**config.mk**
```make
export PLATFORM = sky130hd
export DESIGN_NAME = epoch_time_to_calendar_core_flat
export DESIGN_NICKNAME = d
export VERILOG_FILES = /design/src/design/ettc_pkg.sv /design/src/design/ettc_if.sv /design/src/design/ettc_ctrl.sv /design/src/design/ettc_dp.sv /design/src/design/epoch_time_to_calendar_core.sv /design/src/flat_wrapper.sv
export SDC_FILE = /design/constraint.sdc
export NUM_CORES = 2
export LEC_CHECK = 0
export BUFFER_PORTS_ARGS = -buffer_cell sky130_fd_sc_hd__buf_2
export CAP_MARGIN = 40
export CORE_MARGIN = 2
export CORE_UTILIZATION = 45
export DETAILED_ROUTE_END_ITERATION = 8
export GPL_TIMING_DRIVEN = 0
export PLACE_DENSITY = 0.66
export SLEW_MARGIN = 15
export SYNTH_ARGS = -nofsm -noshare
export SYNTH_HDL_FRONTEND = slang
export SYNTH_SLANG_ARGS = --single-unit
```
**constraint.sdc**
```tcl
create_clock -name clock -period 14.1 [get_ports clock]
set_input_delay 2.115 -clock clock [delete_from_list [all_inputs] [get_ports clock]]
set_output_delay 2.115 -clock clock [all_outputs]
set_load 0.05 [all_outputs]
```
**src/design/ettc_pkg.sv**
```systemverilog
// ----------------------------------------------------------------------------
// ettc_pkg
// shared types, constants and the month length table for the epoch time to
// calendar converter
// ----------------------------------------------------------------------------
package ettc_pkg;

   localparam int YEAR_W   = 12;
   localparam int MONTH_W  = 4;
   localparam int DAY_W    = 5;
   localparam int HOUR_W   = 5;
   localparam int MINUTE_W = 6;
   localparam int SECOND_W = 6;
   localparam int REM_W    = 7;
   localparam int WORK_W   = 32;
   localparam int PROD_W   = 64;

   localparam logic [31:0]        EPOCH_RESET   = 32'd1768521600;
   localparam logic [11:0]        SECS_PER_HOUR = 12'd3600;
   localparam logic [YEAR_W-1:0]  FIRST_YEAR    = 12'd1970;
   localparam logic [REM_W-1:0]   DIV_BY_60     = 7'd60;
   localparam logic [REM_W-1:0]   DIV_BY_24     = 7'd24;
   localparam logic [8:0]         DAYS_NORMAL   = 9'd365;
   localparam logic [8:0]         DAYS_LEAP     = 9'd366;

   // reciprocals that give x / 60 and x / 24 exactly for any 32-bit x
   localparam logic [WORK_W-1:0]  RECIP_60      = 32'h8888_8889;
   localparam int                 SHIFT_60      = 37;
   localparam logic [WORK_W-1:0]  RECIP_24      = 32'hAAAA_AAAB;
   localparam int                 SHIFT_24      = 36;

   // residues of the first year, kept as wrapping counters
   localparam logic [1:0] MOD4_INIT   = 2'd2;
   localparam logic [6:0] MOD100_INIT = 7'd70;
   localparam logic [8:0] MOD400_INIT = 9'd370;
   localparam logic [6:0] MOD100_LAST = 7'd99;
   localparam logic [8:0] MOD400_LAST = 9'd399;

   localparam logic [MONTH_W-1:0] JANUARY  = 4'd1;
   localparam logic [MONTH_W-1:0] FEBRUARY = 4'd2;
   localparam logic [MONTH_W-1:0] APRIL    = 4'd4;
   localparam logic [MONTH_W-1:0] JUNE     = 4'd6;
   localparam logic [MONTH_W-1:0] SEPTEMBER = 4'd9;
   localparam logic [MONTH_W-1:0] NOVEMBER = 4'd11;

   typedef enum logic [2:0] {
      ST_IDLE,
      ST_DIV,
      ST_YEAR,
      ST_MONTH,
      ST_FINISH
   } state_type;

   typedef enum logic [1:0] {
      SEL_SEC,
      SEL_MIN,
      SEL_HOUR
   } div_sel_type;

   typedef struct packed {
      logic        load;
      logic        div_step;
      div_sel_type div_sel;
      logic        year_step;
      logic        month_step;
      logic        out_load;
   } cmd_type;

   typedef struct packed {
      logic div_last;
      logic year_fits;
      logic month_fits;
   } status_type;

   function automatic logic [DAY_W-1:0] month_days(input logic leap,
                                                  input logic [MONTH_W-1:0] month);
      logic [DAY_W-1:0] d;
      begin
         case (month) inside
            FEBRUARY:                      d = leap ? 5'd29 : 5'd28;
            APRIL, JUNE, SEPTEMBER, NOVEMBER: d = 5'd30;
            default:                       d = 5'd31;
         endcase
         return d;
      end
   endfunction

endpackage

```
**src/design/ettc_if.sv**
```systemverilog
// ----------------------------------------------------------------------------
// ettc request and response channels
// valid/ready channels carrying one word each
// ----------------------------------------------------------------------------
interface ettc_req_if #(parameter int OFFSET_BITS = 20);
   logic                   valid;
   logic                   ready;
   logic [OFFSET_BITS-1:0] hour_ofs;

   modport source (output valid, output hour_ofs, input ready);
   modport sink   (input valid, input hour_ofs, output ready);
endinterface

interface ettc_rsp_if;
   logic        valid;
   logic        ready;
   logic [11:0] year;
   logic [3:0]  month;
   logic [4:0]  day;
   logic [4:0]  hour;
   logic [5:0]  minute;
   logic [5:0]  second;

   modport source (output valid, output year, output month, output day,
                   output hour, output minute, output second, input ready);
   modport sink   (input valid, input year, input month, input day,
                   input hour, input minute, input second, output ready);
endinterface

```
**src/design/ettc_ctrl.sv**
```systemverilog
// ----------------------------------------------------------------------------
// ettc_ctrl
// sequencer for the divide passes, year and month walks and output load
// ----------------------------------------------------------------------------
module ettc_ctrl (
   input  logic                clock,
   input  logic                reset,
   input  logic                req_valid,
   output logic                req_ready,
   output logic                rsp_valid,
   input  logic                rsp_ready,
   input  ettc_pkg::status_type status,
   output ettc_pkg::cmd_type   cmd
);
   import ettc_pkg::*;

   state_type   state_ff, state_in;
   div_sel_type pass_ff, pass_in;
   logic        rsp_valid_ff, rsp_valid_in;

   always_ff @(posedge clock) begin
      if (reset) begin
         state_ff     <= ST_IDLE;
         pass_ff      <= SEL_SEC;
         rsp_valid_ff <= 1'b0;
      end else begin
         state_ff     <= state_in;
         pass_ff      <= pass_in;
         rsp_valid_ff <= rsp_valid_in;
      end
   end

   always_comb begin
      state_in     = state_ff;
      pass_in      = pass_ff;
      rsp_valid_in = rsp_valid_ff && !rsp_ready;
      req_ready    = 1'b0;
      cmd          = '0;
      cmd.div_sel  = pass_ff;
      unique case (state_ff)
         ST_IDLE: begin
            req_ready = 1'b1;
            if (req_valid) begin
               cmd.load = 1'b1;
               pass_in  = SEL_SEC;
               state_in = ST_DIV;
            end
         end
         ST_DIV: begin
            cmd.div_step = 1'b1;
            if (status.div_last) begin
               unique case (pass_ff)
                  SEL_SEC:  pass_in = SEL_MIN;
                  SEL_MIN:  pass_in = SEL_HOUR;
                  default:  state_in = ST_YEAR;
               endcase
            end
         end
         ST_YEAR: begin
            if (status.year_fits) state_in = ST_MONTH;
            else cmd.year_step = 1'b1;
         end
         ST_MONTH: begin
            if (status.month_fits) state_in = ST_FINISH;
            else cmd.month_step = 1'b1;
         end
         ST_FINISH: begin
            if (!rsp_valid_ff || rsp_ready) begin
               cmd.out_load = 1'b1;
               rsp_valid_in = 1'b1;
               state_in     = ST_IDLE;
            end
         end
         default: state_in = ST_IDLE;
      endcase
   end

   assign rsp_valid = rsp_valid_ff;

endmodule

```
**src/design/ettc_dp.sv**
```systemverilog
// ----------------------------------------------------------------------------
// ettc_dp
// base register, reciprocal-multiply constant divider, year and month
// walkers and the output register
// ----------------------------------------------------------------------------
module ettc_dp #(
   parameter int OFFSET_BITS = 20
) (
   input  logic                   clock,
   input  logic                   reset,
   input  logic                   csr_we,
   input  logic [31:0]            csr_wdata,
   input  logic [OFFSET_BITS-1:0] hour_ofs,
   input  ettc_pkg::cmd_type      cmd,
   output ettc_pkg::status_type   status,
   output logic [11:0]            year,
   output logic [3:0]             month,
   output logic [4:0]             day,
   output logic [4:0]             hour,
   output logic [5:0]             minute,
   output logic [5:0]             second
);
   import ettc_pkg::*;

   logic [31:0]              base_ff, base_in;
   logic [OFFSET_BITS-1:0]   hours_ff, hours_in;
   logic [PROD_W-1:0]        prod_ff, prod_in;
   logic [WORK_W-1:0]        work_ff, work_in;
   logic                     mul_done_ff, mul_done_in;
   logic [SECOND_W-1:0]      sec_ff, sec_in;
   logic [MINUTE_W-1:0]      min_ff, min_in;
   logic [HOUR_W-1:0]        hr_ff, hr_in;
   logic [YEAR_W-1:0]        year_ff, year_in;
   logic [1:0]               mod4_ff, mod4_in;
   logic [6:0]               mod100_ff, mod100_in;
   logic [8:0]               mod400_ff, mod400_in;
   logic [MONTH_W-1:0]       month_ff, month_in;
   logic [YEAR_W-1:0]        year_out_ff, year_out_in;
   logic [MONTH_W-1:0]       month_out_ff, month_out_in;
   logic [DAY_W-1:0]         day_out_ff, day_out_in;
   logic [HOUR_W-1:0]        hour_out_ff, hour_out_in;
   logic [MINUTE_W-1:0]      minute_out_ff, minute_out_in;
   logic [SECOND_W-1:0]      second_out_ff, second_out_in;

   logic [REM_W-1:0]  divisor;
   logic [WORK_W-1:0] recip;
   logic [WORK_W-1:0] q_val;
   logic [REM_W-1:0]  qd;
   logic [REM_W-1:0]  rem_val;
   logic              leap;
   logic [8:0]        diy;
   logic [DAY_W-1:0]  dim;

   // base register, the only reset payload
   always_ff @(posedge clock) begin
      if (reset) begin
         base_ff <= EPOCH_RESET;
      end else begin
         base_ff <= base_in;
      end
   end

   always_ff @(posedge clock) begin
      hours_ff      <= hours_in;
      prod_ff       <= prod_in;
      work_ff       <= work_in;
      mul_done_ff   <= mul_done_in;
      sec_ff        <= sec_in;
      min_ff        <= min_in;
      hr_ff         <= hr_in;
      year_ff       <= year_in;
      mod4_ff       <= mod4_in;
      mod100_ff     <= mod100_in;
      mod400_ff     <= mod400_in;
      month_ff      <= month_in;
      year_out_ff   <= year_out_in;
      month_out_ff  <= month_out_in;
      day_out_ff    <= day_out_in;
      hour_out_ff   <= hour_out_in;
      minute_out_ff <= minute_out_in;
      second_out_ff <= second_out_in;
   end

   always_comb begin
      divisor = (cmd.div_sel == SEL_HOUR) ? DIV_BY_24 : DIV_BY_60;
      recip   = (cmd.div_sel == SEL_HOUR) ? RECIP_24 : RECIP_60;
      q_val   = (cmd.div_sel == SEL_HOUR) ? WORK_W'(prod_ff >> SHIFT_24)
                                          : WORK_W'(prod_ff >> SHIFT_60);
      // remainder is below 64, so the low bits are enough
      qd      = q_val[REM_W-1:0] * divisor;
      rem_val = work_ff[REM_W-1:0] - qd;
      leap    = ((mod4_ff == 2'd0) && (mod100_ff != 7'd0)) || (mod400_ff == 9'd0);
      diy     = leap ? DAYS_LEAP : DAYS_NORMAL;
      dim     = month_days(leap, month_ff);
   end

   assign status.div_last   = mul_done_ff;
   assign status.year_fits  = (work_ff < WORK_W'(diy));
   assign status.month_fits = (work_ff < WORK_W'(dim));

   always_comb begin
      base_in       = csr_we ? csr_wdata : base_ff;
      hours_in      = hours_ff;
      prod_in       = prod_ff;
      work_in       = work_ff;
      mul_done_in   = mul_done_ff;
      sec_in        = sec_ff;
      min_in        = min_ff;
      hr_in         = hr_ff;
      year_in       = year_ff;
      mod4_in       = mod4_ff;
      mod100_in     = mod100_ff;
      mod400_in     = mod400_ff;
      month_in      = month_ff;
      year_out_in   = year_out_ff;
      month_out_in  = month_out_ff;
      day_out_in    = day_out_ff;
      hour_out_in   = hour_out_ff;
      minute_out_in = minute_out_ff;
      second_out_in = second_out_ff;

      // seconds come off the base alone; whole hours of the offset join later
      if (cmd.load) begin
         hours_in    = hour_ofs;
         work_in     = base_ff;
         mul_done_in = 1'b0;
         year_in     = FIRST_YEAR;
         mod4_in     = MOD4_INIT;
         mod100_in   = MOD100_INIT;
         mod400_in   = MOD400_INIT;
         month_in    = JANUARY;
      end

      // each pass: multiply by the reciprocal, then take quotient and remainder
      if (cmd.div_step) begin
         if (!mul_done_ff) begin
            prod_in     = PROD_W'(work_ff) * PROD_W'(recip);
            mul_done_in = 1'b1;
         end else begin
            mul_done_in = 1'b0;
            work_in     = (cmd.div_sel == SEL_MIN) ? q_val + WORK_W'(hours_ff) : q_val;
            case (cmd.div_sel)
               SEL_SEC:  sec_in = rem_val[SECOND_W-1:0];
               SEL_MIN:  min_in = rem_val[MINUTE_W-1:0];
               default:  hr_in  = rem_val[HOUR_W-1:0];
            endcase
         end
      end

      if (cmd.year_step) begin
         work_in   = work_ff - WORK_W'(diy);
         year_in   = year_ff + 1'b1;
         mod4_in   = mod4_ff + 1'b1;
         mod100_in = (mod100_ff == MOD100_LAST) ? 7'd0 : mod100_ff + 1'b1;
         mod400_in = (mod400_ff == MOD400_LAST) ? 9'd0 : mod400_ff + 1'b1;
      end

      if (cmd.month_step) begin
         work_in  = work_ff - WORK_W'(dim);
         month_in = month_ff + 1'b1;
      end

      if (cmd.out_load) begin
         year_out_in   = year_ff;
         month_out_in  = month_ff;
         day_out_in    = work_ff[DAY_W-1:0] + 1'b1;
         hour_out_in   = hr_ff;
         minute_out_in = min_ff;
         second_out_in = sec_ff;
      end
   end

   assign year   = year_out_ff;
   assign month  = month_out_ff;
   assign day    = day_out_ff;
   assign hour   = hour_out_ff;
   assign minute = minute_out_ff;
   assign second = second_out_ff;

endmodule

```
**src/design/epoch_time_to_calendar_core.sv**
```systemverilog
// ----------------------------------------------------------------------------
// epoch_time_to_calendar_core
// converts an hour offset from a programmable base time into a UTC date
// ----------------------------------------------------------------------------
// sequence from accept to response valid: three divide passes (each a
//   multiply, then a quotient and remainder step), the year walk, the month
//   walk and the output load; its length grows with the year and month
// throughput: one word at a time; the next request is taken once the result
//   lands in the output register, a stalled output holds the finish
// reset: synchronous, clears the sequencer and response valid and loads the
//   base time with 1768521600
module epoch_time_to_calendar_core #(
   parameter int OFFSET_BITS = 20
) (
   input  logic          clock,
   input  logic          reset,
   ettc_req_if.sink      req,
   ettc_rsp_if.source    rsp,
   input  logic          csr_we,
   input  logic [31:0]   csr_wdata
);
   import ettc_pkg::*;

   // command and status bundles between sequencer and datapath
   cmd_type    cmd;
   status_type status;

   // sequencer: idle, three divide passes (by 60, 60, 24), year walk, month
   // walk, then park until the output register frees up
   ettc_ctrl u_ctrl (
      .clock     (clock),
      .reset     (reset),
      .req_valid (req.valid),
      .req_ready (req.ready),
      .rsp_valid (rsp.valid),
      .rsp_ready (rsp.ready),
      .status    (status),
      .cmd       (cmd)
   );

   // datapath: base register, shared reciprocal-multiply divider with a
   // constant divisor, hour offset added to the whole-hour count, leap
   // residue counters, month table lookup and the output word register
   ettc_dp #(
      .OFFSET_BITS (OFFSET_BITS)
   ) u_dp (
      .clock        (clock),
      .reset        (reset),
      .csr_we       (csr_we),
      .csr_wdata    (csr_wdata),
      .hour_ofs     (req.hour_ofs),
      .cmd          (cmd),
      .status       (status),
      .year         (rsp.year),
      .month        (rsp.month),
      .day          (rsp.day),
      .hour         (rsp.hour),
      .minute       (rsp.minute),
      .second       (rsp.second)
   );

endmodule

```
**src/flat_wrapper.sv**
```systemverilog
// flat-port wrapper written by rule: the top's interface ports become plain ports
module epoch_time_to_calendar_core_flat import ettc_pkg::*;
#(
   parameter int OFFSET_BITS = 20
)
  (clock, reset, csr_we, csr_wdata, req_valid, req_hour_ofs, req_ready, rsp_valid, rsp_year, rsp_month, rsp_day, rsp_hour, rsp_minute, rsp_second, rsp_ready);
  ettc_req_if #(.OFFSET_BITS(OFFSET_BITS)) req_i ();
  ettc_rsp_if rsp_i ();
  input  logic clock;
  input  logic reset;
  input  logic csr_we;
  input  logic [31:0] csr_wdata;
  input wire logic [$bits(req_i.valid)-1:0] req_valid;
  input wire logic [$bits(req_i.hour_ofs)-1:0] req_hour_ofs;
  output wire logic [$bits(req_i.ready)-1:0] req_ready;
  output wire logic [$bits(rsp_i.valid)-1:0] rsp_valid;
  output wire logic [$bits(rsp_i.year)-1:0] rsp_year;
  output wire logic [$bits(rsp_i.month)-1:0] rsp_month;
  output wire logic [$bits(rsp_i.day)-1:0] rsp_day;
  output wire logic [$bits(rsp_i.hour)-1:0] rsp_hour;
  output wire logic [$bits(rsp_i.minute)-1:0] rsp_minute;
  output wire logic [$bits(rsp_i.second)-1:0] rsp_second;
  input wire logic [$bits(rsp_i.ready)-1:0] rsp_ready;
  assign req_i.valid = req_valid;
  assign req_i.hour_ofs = req_hour_ofs;
  assign req_ready = req_i.ready;
  assign rsp_valid = rsp_i.valid;
  assign rsp_year = rsp_i.year;
  assign rsp_month = rsp_i.month;
  assign rsp_day = rsp_i.day;
  assign rsp_hour = rsp_i.hour;
  assign rsp_minute = rsp_i.minute;
  assign rsp_second = rsp_i.second;
  assign rsp_i.ready = rsp_ready;
  epoch_time_to_calendar_core #(.OFFSET_BITS(OFFSET_BITS)) u_core (.clock(clock), .reset(reset), .req(req_i), .rsp(rsp_i), .csr_we(csr_we), .csr_wdata(csr_wdata));
endmodule
```
# Word-level counts from Yosys, hierarchy flattened
# Index checks and enable logic that the tools add are counted.
# op_classes
addsub,10
mul,2
div,0
magnitude_cmp,2
eq_ne,20
shift,0
n_mux,51
bitwise_logic,2
reduce_logical,23
# op_table
operator,count
two-way mux 32 bit,5
multiplier 32 x 32 -> 64 bit,1
< comparator 32 x 5 -> 1 bit,1
< comparator 32 x 9 -> 1 bit,1
subtractor 32 x 5 -> 32 bit,1
subtractor 32 x 9 -> 32 bit,1
two-way mux 30 bit,1
adder 28 x 20 -> 29 bit,1
two-way mux 29 bit,1
two-way mux 28 bit,1
two-way mux 9 bit,3
two-way mux 12 bit,2
two-way mux 7 bit,3
two-way mux 3 bit,6
two-way mux 1 bit,17
one-hot mux 3 bit (5 select lines),1
"adder 12 x 1 -> 12 bit, second input constant",1
two-way mux 2 bit,6
"adder 9 x 1 -> 9 bit, second input constant",1
"equality test 9 bit, second input constant",1
logical NOT 9 bit,1
AND reduction 3 bit,3
"equality test 4 x 3 -> 1 bit, second input constant",2
"equality test 4 bit, second input constant",2
32 further kinds,47
# totals
ff_bits,244
latch_bits,0
ramBits,0
rom_bits,0
input_bits,57
elab_cells,132
memories,0

# Depth between registers and ports, before layout
# logic_depth
ltp_word,9
ltp_mapped,32

# By module
# From an unflattened synthesis, not the netlist that was laid out.
# unflattened
hier_cells,3091
area_unflattened_um2,29213.0
# modules_own_cells
mod,instances,cells_each,area_each_um2
ettc_dp,1,3041,28818.9
ettc_ctrl,1,50,394.1

# Worst setup path before layout
# No wires, ideal clock.
# synth_timing
path_kind,reg-to-reg
startpoint,reg u_core.u_ctrl.pass_ff[1]
endpoint,reg u_core.u_dp.prod_ff[57] (data pin)
arrival_time_ns,8.068
required_time_ns,13.836
path_slack_ns,5.768
stages_incl_launch_ff,32
synth_period_minus_slack_ns,8.332
path_cell_list,dfxtp_1 buf_2 nor2b_1 clkbuf_1 clkbuf_1 clkbuf_1 buf_1 nand2_1 inv_1 ha_1 fa_1 inv_1 fa_1 fa_1 inv_1 fa_1 fa_1 fa_1 inv_1 fa_1 inv_1 ha_1 a21oi_1 o21ai_0 a2111oi_1 o211ai_1 a2111oi_0 nor2_1 a311oi_2 o21bai_1 a221oi_1 xnor2_1
# synth_between
elab_chain_cells,3
# synth_rtl
item,line_no,source
start: declaration,ettc_ctrl.sv:18,"div_sel_type pass_ff, pass_in;"
start signal: assignment,ettc_ctrl.sv:28,pass_ff <= pass_in;
equality test 2 bit,ettc_dp.sv:86,recip = (cmd.div_sel == SEL_HOUR) ? RECIP_24 : RECIP_60;
two-way mux 30 bit,ettc_dp.sv:86,
multiplier 32 x 32 -> 64 bit,ettc_dp.sv:137,prod_in = PROD_W'(work_ff) * PROD_W'(recip);
end signal: assignment,ettc_dp.sv:65,prod_ff <= prod_in;
end: declaration,ettc_dp.sv:27,"logic [PROD_W-1:0] prod_ff, prod_in;"
# No other way between the ends.
# A chain may end at the register's enable or synchronous reset.

# Final worst setup path
# layout_timing
startpoint,reg u_core.u_ctrl.pass_ff[1]
endpoint,reg u_core.u_dp.prod_ff[61] (data pin)
# The elaborated chain is that of the path after synthesis.

==> impl_metrics.yaml <==
worst_setup_path:
  r2r_cells: 33
  path_max_fanout: 10
  rrSetupSlack_ps: 2930
  crit_arrival_ps: 11450
  path_delay_family: "adder cells"
  crit_path_top_delay_cell: "clkbuf_1"
  critPathLaunch: "u_core.u_ctrl.pass_ff[1]"
  critPathLaunchType: "register"
  r2r_end: "u_core.u_dp.prod_ff[61]"
  critical_path_required_ps: 14380
  crit_buf_inv: 12
  slowest_delay_ps: 700
  path_depth: 33
  critPathCaptureType: "register"
  crit_path_frequent_cell: "fa_1"
  r2r_start: "u_core.u_ctrl.pass_ff[1]"
  cp-endpoint: "u_core.u_dp.prod_ff[61]"
  crit_type: "register to register"
routing:
  wl_per_cell_um: 21.7
  vias: 21900
  wl_um: 87100
  routed_via_density: 5.47
  ant_nets: 0
  first_iter_violations: 1957
  route.detailed.drc: 0
  drt-pass1-iter-count: 5
clock_network:
  cts.path.max_buffers: 3
  cts_hold_buf: 0
  clock-sinks: 208
  htree_levels: 1
  clk_pin_slew_ps: 70
  cts_setup_buffers: 0
  root_buffer: "clkbuf_16"
  clk-insertion-delay-late_ps: 520
  cts_made_buffers: 21
  cts_resized: 0
  cts_tree: "yes"
final_layout:
  stdcell_count: 4004
  layout-drive-gt1-share_pct: 5.86
  syn_to_final_growth_pct: 8.39
  nets: 3996
  fin_area_mm2: 0.0312
synthesis:
  ys_types: 74
  synthesis.nets: 3870
  async_reset_ff_share_pct: 0
  synth_edf_count: 138
  synth_seq_cells: 208
  yosysSeqAreaShare_pct: 19.3
  ys.flop_type: "edfxtp_1"
  syn_area_per_cell_um2: 9.54
  syn_inst: 3014
  synth_warnings: 0
  synthesis.area_mm2: 0.0288
place:
  dp_hpwl_um: 75400
  place.port_buffers: 95
  placed_cell_area_mm2: 0.0304
  gp_congestion: 1.02
  dp.cells: 3961
  pre_cts_ws_ps: 2830
die:
  core_mm2: 0.0631
  die_x_um: 257
  die_h_um: 257
  ios: 97
  rows: 92
  dieArea_mm2: 0.0659
  floorplan.initialDensity_pct: 45.6
global_routing:
  grt_max_degree: 31
  grt_pass1_wl_um: 133000
  grt_pass1_vias: 22000
  gr-usage-all-layers_pct: 26.9
  antenna_found_initial: 3
  grt_overflow: 0
timing:
  finClkSkew_ps: 12.9
  period_share_pct: 79.2
  final_max_slew_viol_count: 0
  setup_viol: 0
  setup-tns-final_ps: 0
  period_needed_ps: 11170
  hold_violations: 0
  clock.fmax_mhz: 89.5
  rsz0062_at_grt: "no"
  worstMarginPinSlew_ps: 899
  slew_headroom_pct: 39.7
  setup_ws_ps: 2930
hold_path:
  hp-class: "register to register"
flow_run:
  cap_violations: 0
status:
  status: "finished, final reports clean"
==> kinds of logic after synthesis <==
family / after synthesis / share of synthesized area [%]
AOI/OAI and AO/OA: 453 / 10.3
xor gates and xnor gates: 151 / 4.60
adders and majority gates: 799 / 45.0
buffers and inverters: 751 / 9.87
DFF: 208 / 19.3
muxes: 29 / 1.02
and+or+nand+nor: 623 / 9.90
==> through the flow <==
| stage | util, % | hold WS (ps) |
|---|---|---|
| after floorplan | - | 400 |
| after global placement | 48.0 | 402 |
| after detailed placement | 48.2 | 405 |
| after CTS | 49.4 | 419 |
| after global routing | 49.4 | 424 |
| final | 49.4 | 417 |
==> metal layers <==
layer / track usage (%) / part of all wire, % / vias to the layer above
li1: - / - / 10100
met4: 8.01 / 3.8 / 2
met3: 4.76 / 8.4 / 189
met2: 42.7 / 45 / 897
met1: 37.5 / 43 / 10700
met5: 0 / 0.037 / -
==> cell type report <==
type | instances | area (um2)
Inverter | 669 | 2510
Clock inverter | 14 | 186
Sequential cell | 208 | 5550
Antenna cell | 3 | 7.51
Clock buffer | 24 | 547
Fill cell | 6006 | 31900
Timing Repair Buffer | 103 | 593
Buffer | 82 | 329
Tap cell | 846 | 1060
Multi-Input combinational cell | 2055 | 20400
==> Yosys cell counts, drive strengths merged, types with 6 or more instances <==
cell type / number / area (um2)
inv: 667 / 2500
ha: 408 / 5100
fa: 391 / 7830
nand2: 229 / 860
nor2: 165 / 619
a21oi: 143 / 719
edfxtp: 138 / 4140
xnor2: 104 / 911
o21ai: 81 / 405
dfxtp: 70 / 1400
clkbuf: 58 / 218
nand3: 47 / 235
xor2: 47 / 412
a21o: 41 / 308
nor3: 33 / 165
mux2i: 26 / 260
nor2b: 25 / 156
and3: 24 / 150
buf: 24 / 110
o21bai: 19 / 143
a211o: 18 / 158
a211oi: 18 / 150
o211ai: 16 / 120
or2: 16 / 100
and2: 15 / 93.8
nand4: 15 / 93.8
nor4: 15 / 100
nand2b: 14 / 87.6
a31oi: 12 / 75.1
o22ai: 12 / 75.1
a221oi: 10 / 87.6
or3: 10 / 62.6
a22oi: 8 / 60.1
o221ai: 8 / 70.1
o31ai: 8 / 60.1
a311oi: 7 / 67.6
o21a: 6 / 45.0
==> state kept, by name, indices dropped and copies added (netlist names), 3 cells and up <==
signal and flops:
u_core.u_dp.minute 6, u_core.u_dp.second 6, u_core.u_dp.day 5, u_core.u_dp.year 12, u_core.u_ctrl.state_ff 3, u_core.u_dp.base_ff 32
u_core.u_dp.hr_ff 5, u_core.u_dp.month 4, u_core.u_dp.work_ff 32, u_core.u_dp.mod400_ff 9, u_core.u_dp.mod100_ff 7, u_core.u_dp.month_ff 4
u_core.u_dp.hour 5, u_core.u_dp.prod_ff 28, u_core.u_dp.year_ff 12, u_core.u_dp.min_ff 6, u_core.u_dp.sec_ff 6, u_core.u_dp.hours_ff 20
==> worst min path at each step <==
stage                           from                     to  slack (ps)  cells past startpoint
2_1_floorplan   u_core.u_dp.hr_ff[0]    u_core.u_dp.hour[0]         400                      0
3_3_place_gp    u_core.u_dp.hr_ff[3]    u_core.u_dp.hour[3]         400                      0
3_5_place_dp    u_core.u_dp.hr_ff[1]    u_core.u_dp.hour[1]         400                      0
4_1_cts        u_core.u_dp.sec_ff[2]  u_core.u_dp.second[2]         420                      0
5_1_grt         u_core.u_dp.hr_ff[1]    u_core.u_dp.hour[1]         420                      0
6_report       u_core.u_dp.sec_ff[2]  u_core.u_dp.second[2]         420                      0
==> cell usage in the layout, fill, tap and decap left out, types with 19 or more instances in the layout <==
cell	count
inv_1	667
ha_1	408
fa_1	391
nand2_1	228
nor2_1	164
a21oi_1	142
edfxtp_1	138
buf_2	105
xnor2_1	104
o21ai_0	81
dfxtp_1	70
clkbuf_1	59
xor2_1	47
nand3_1	47
a21o_1	41
nor3_1	33
mux2i_1	26
nor2b_1	24
and3_1	24
clkbuf_16	21
o21bai_1	19
Power is not shown: default switching activity piles up to over one toggle a cycle in this logic, so the estimate is an artifact.
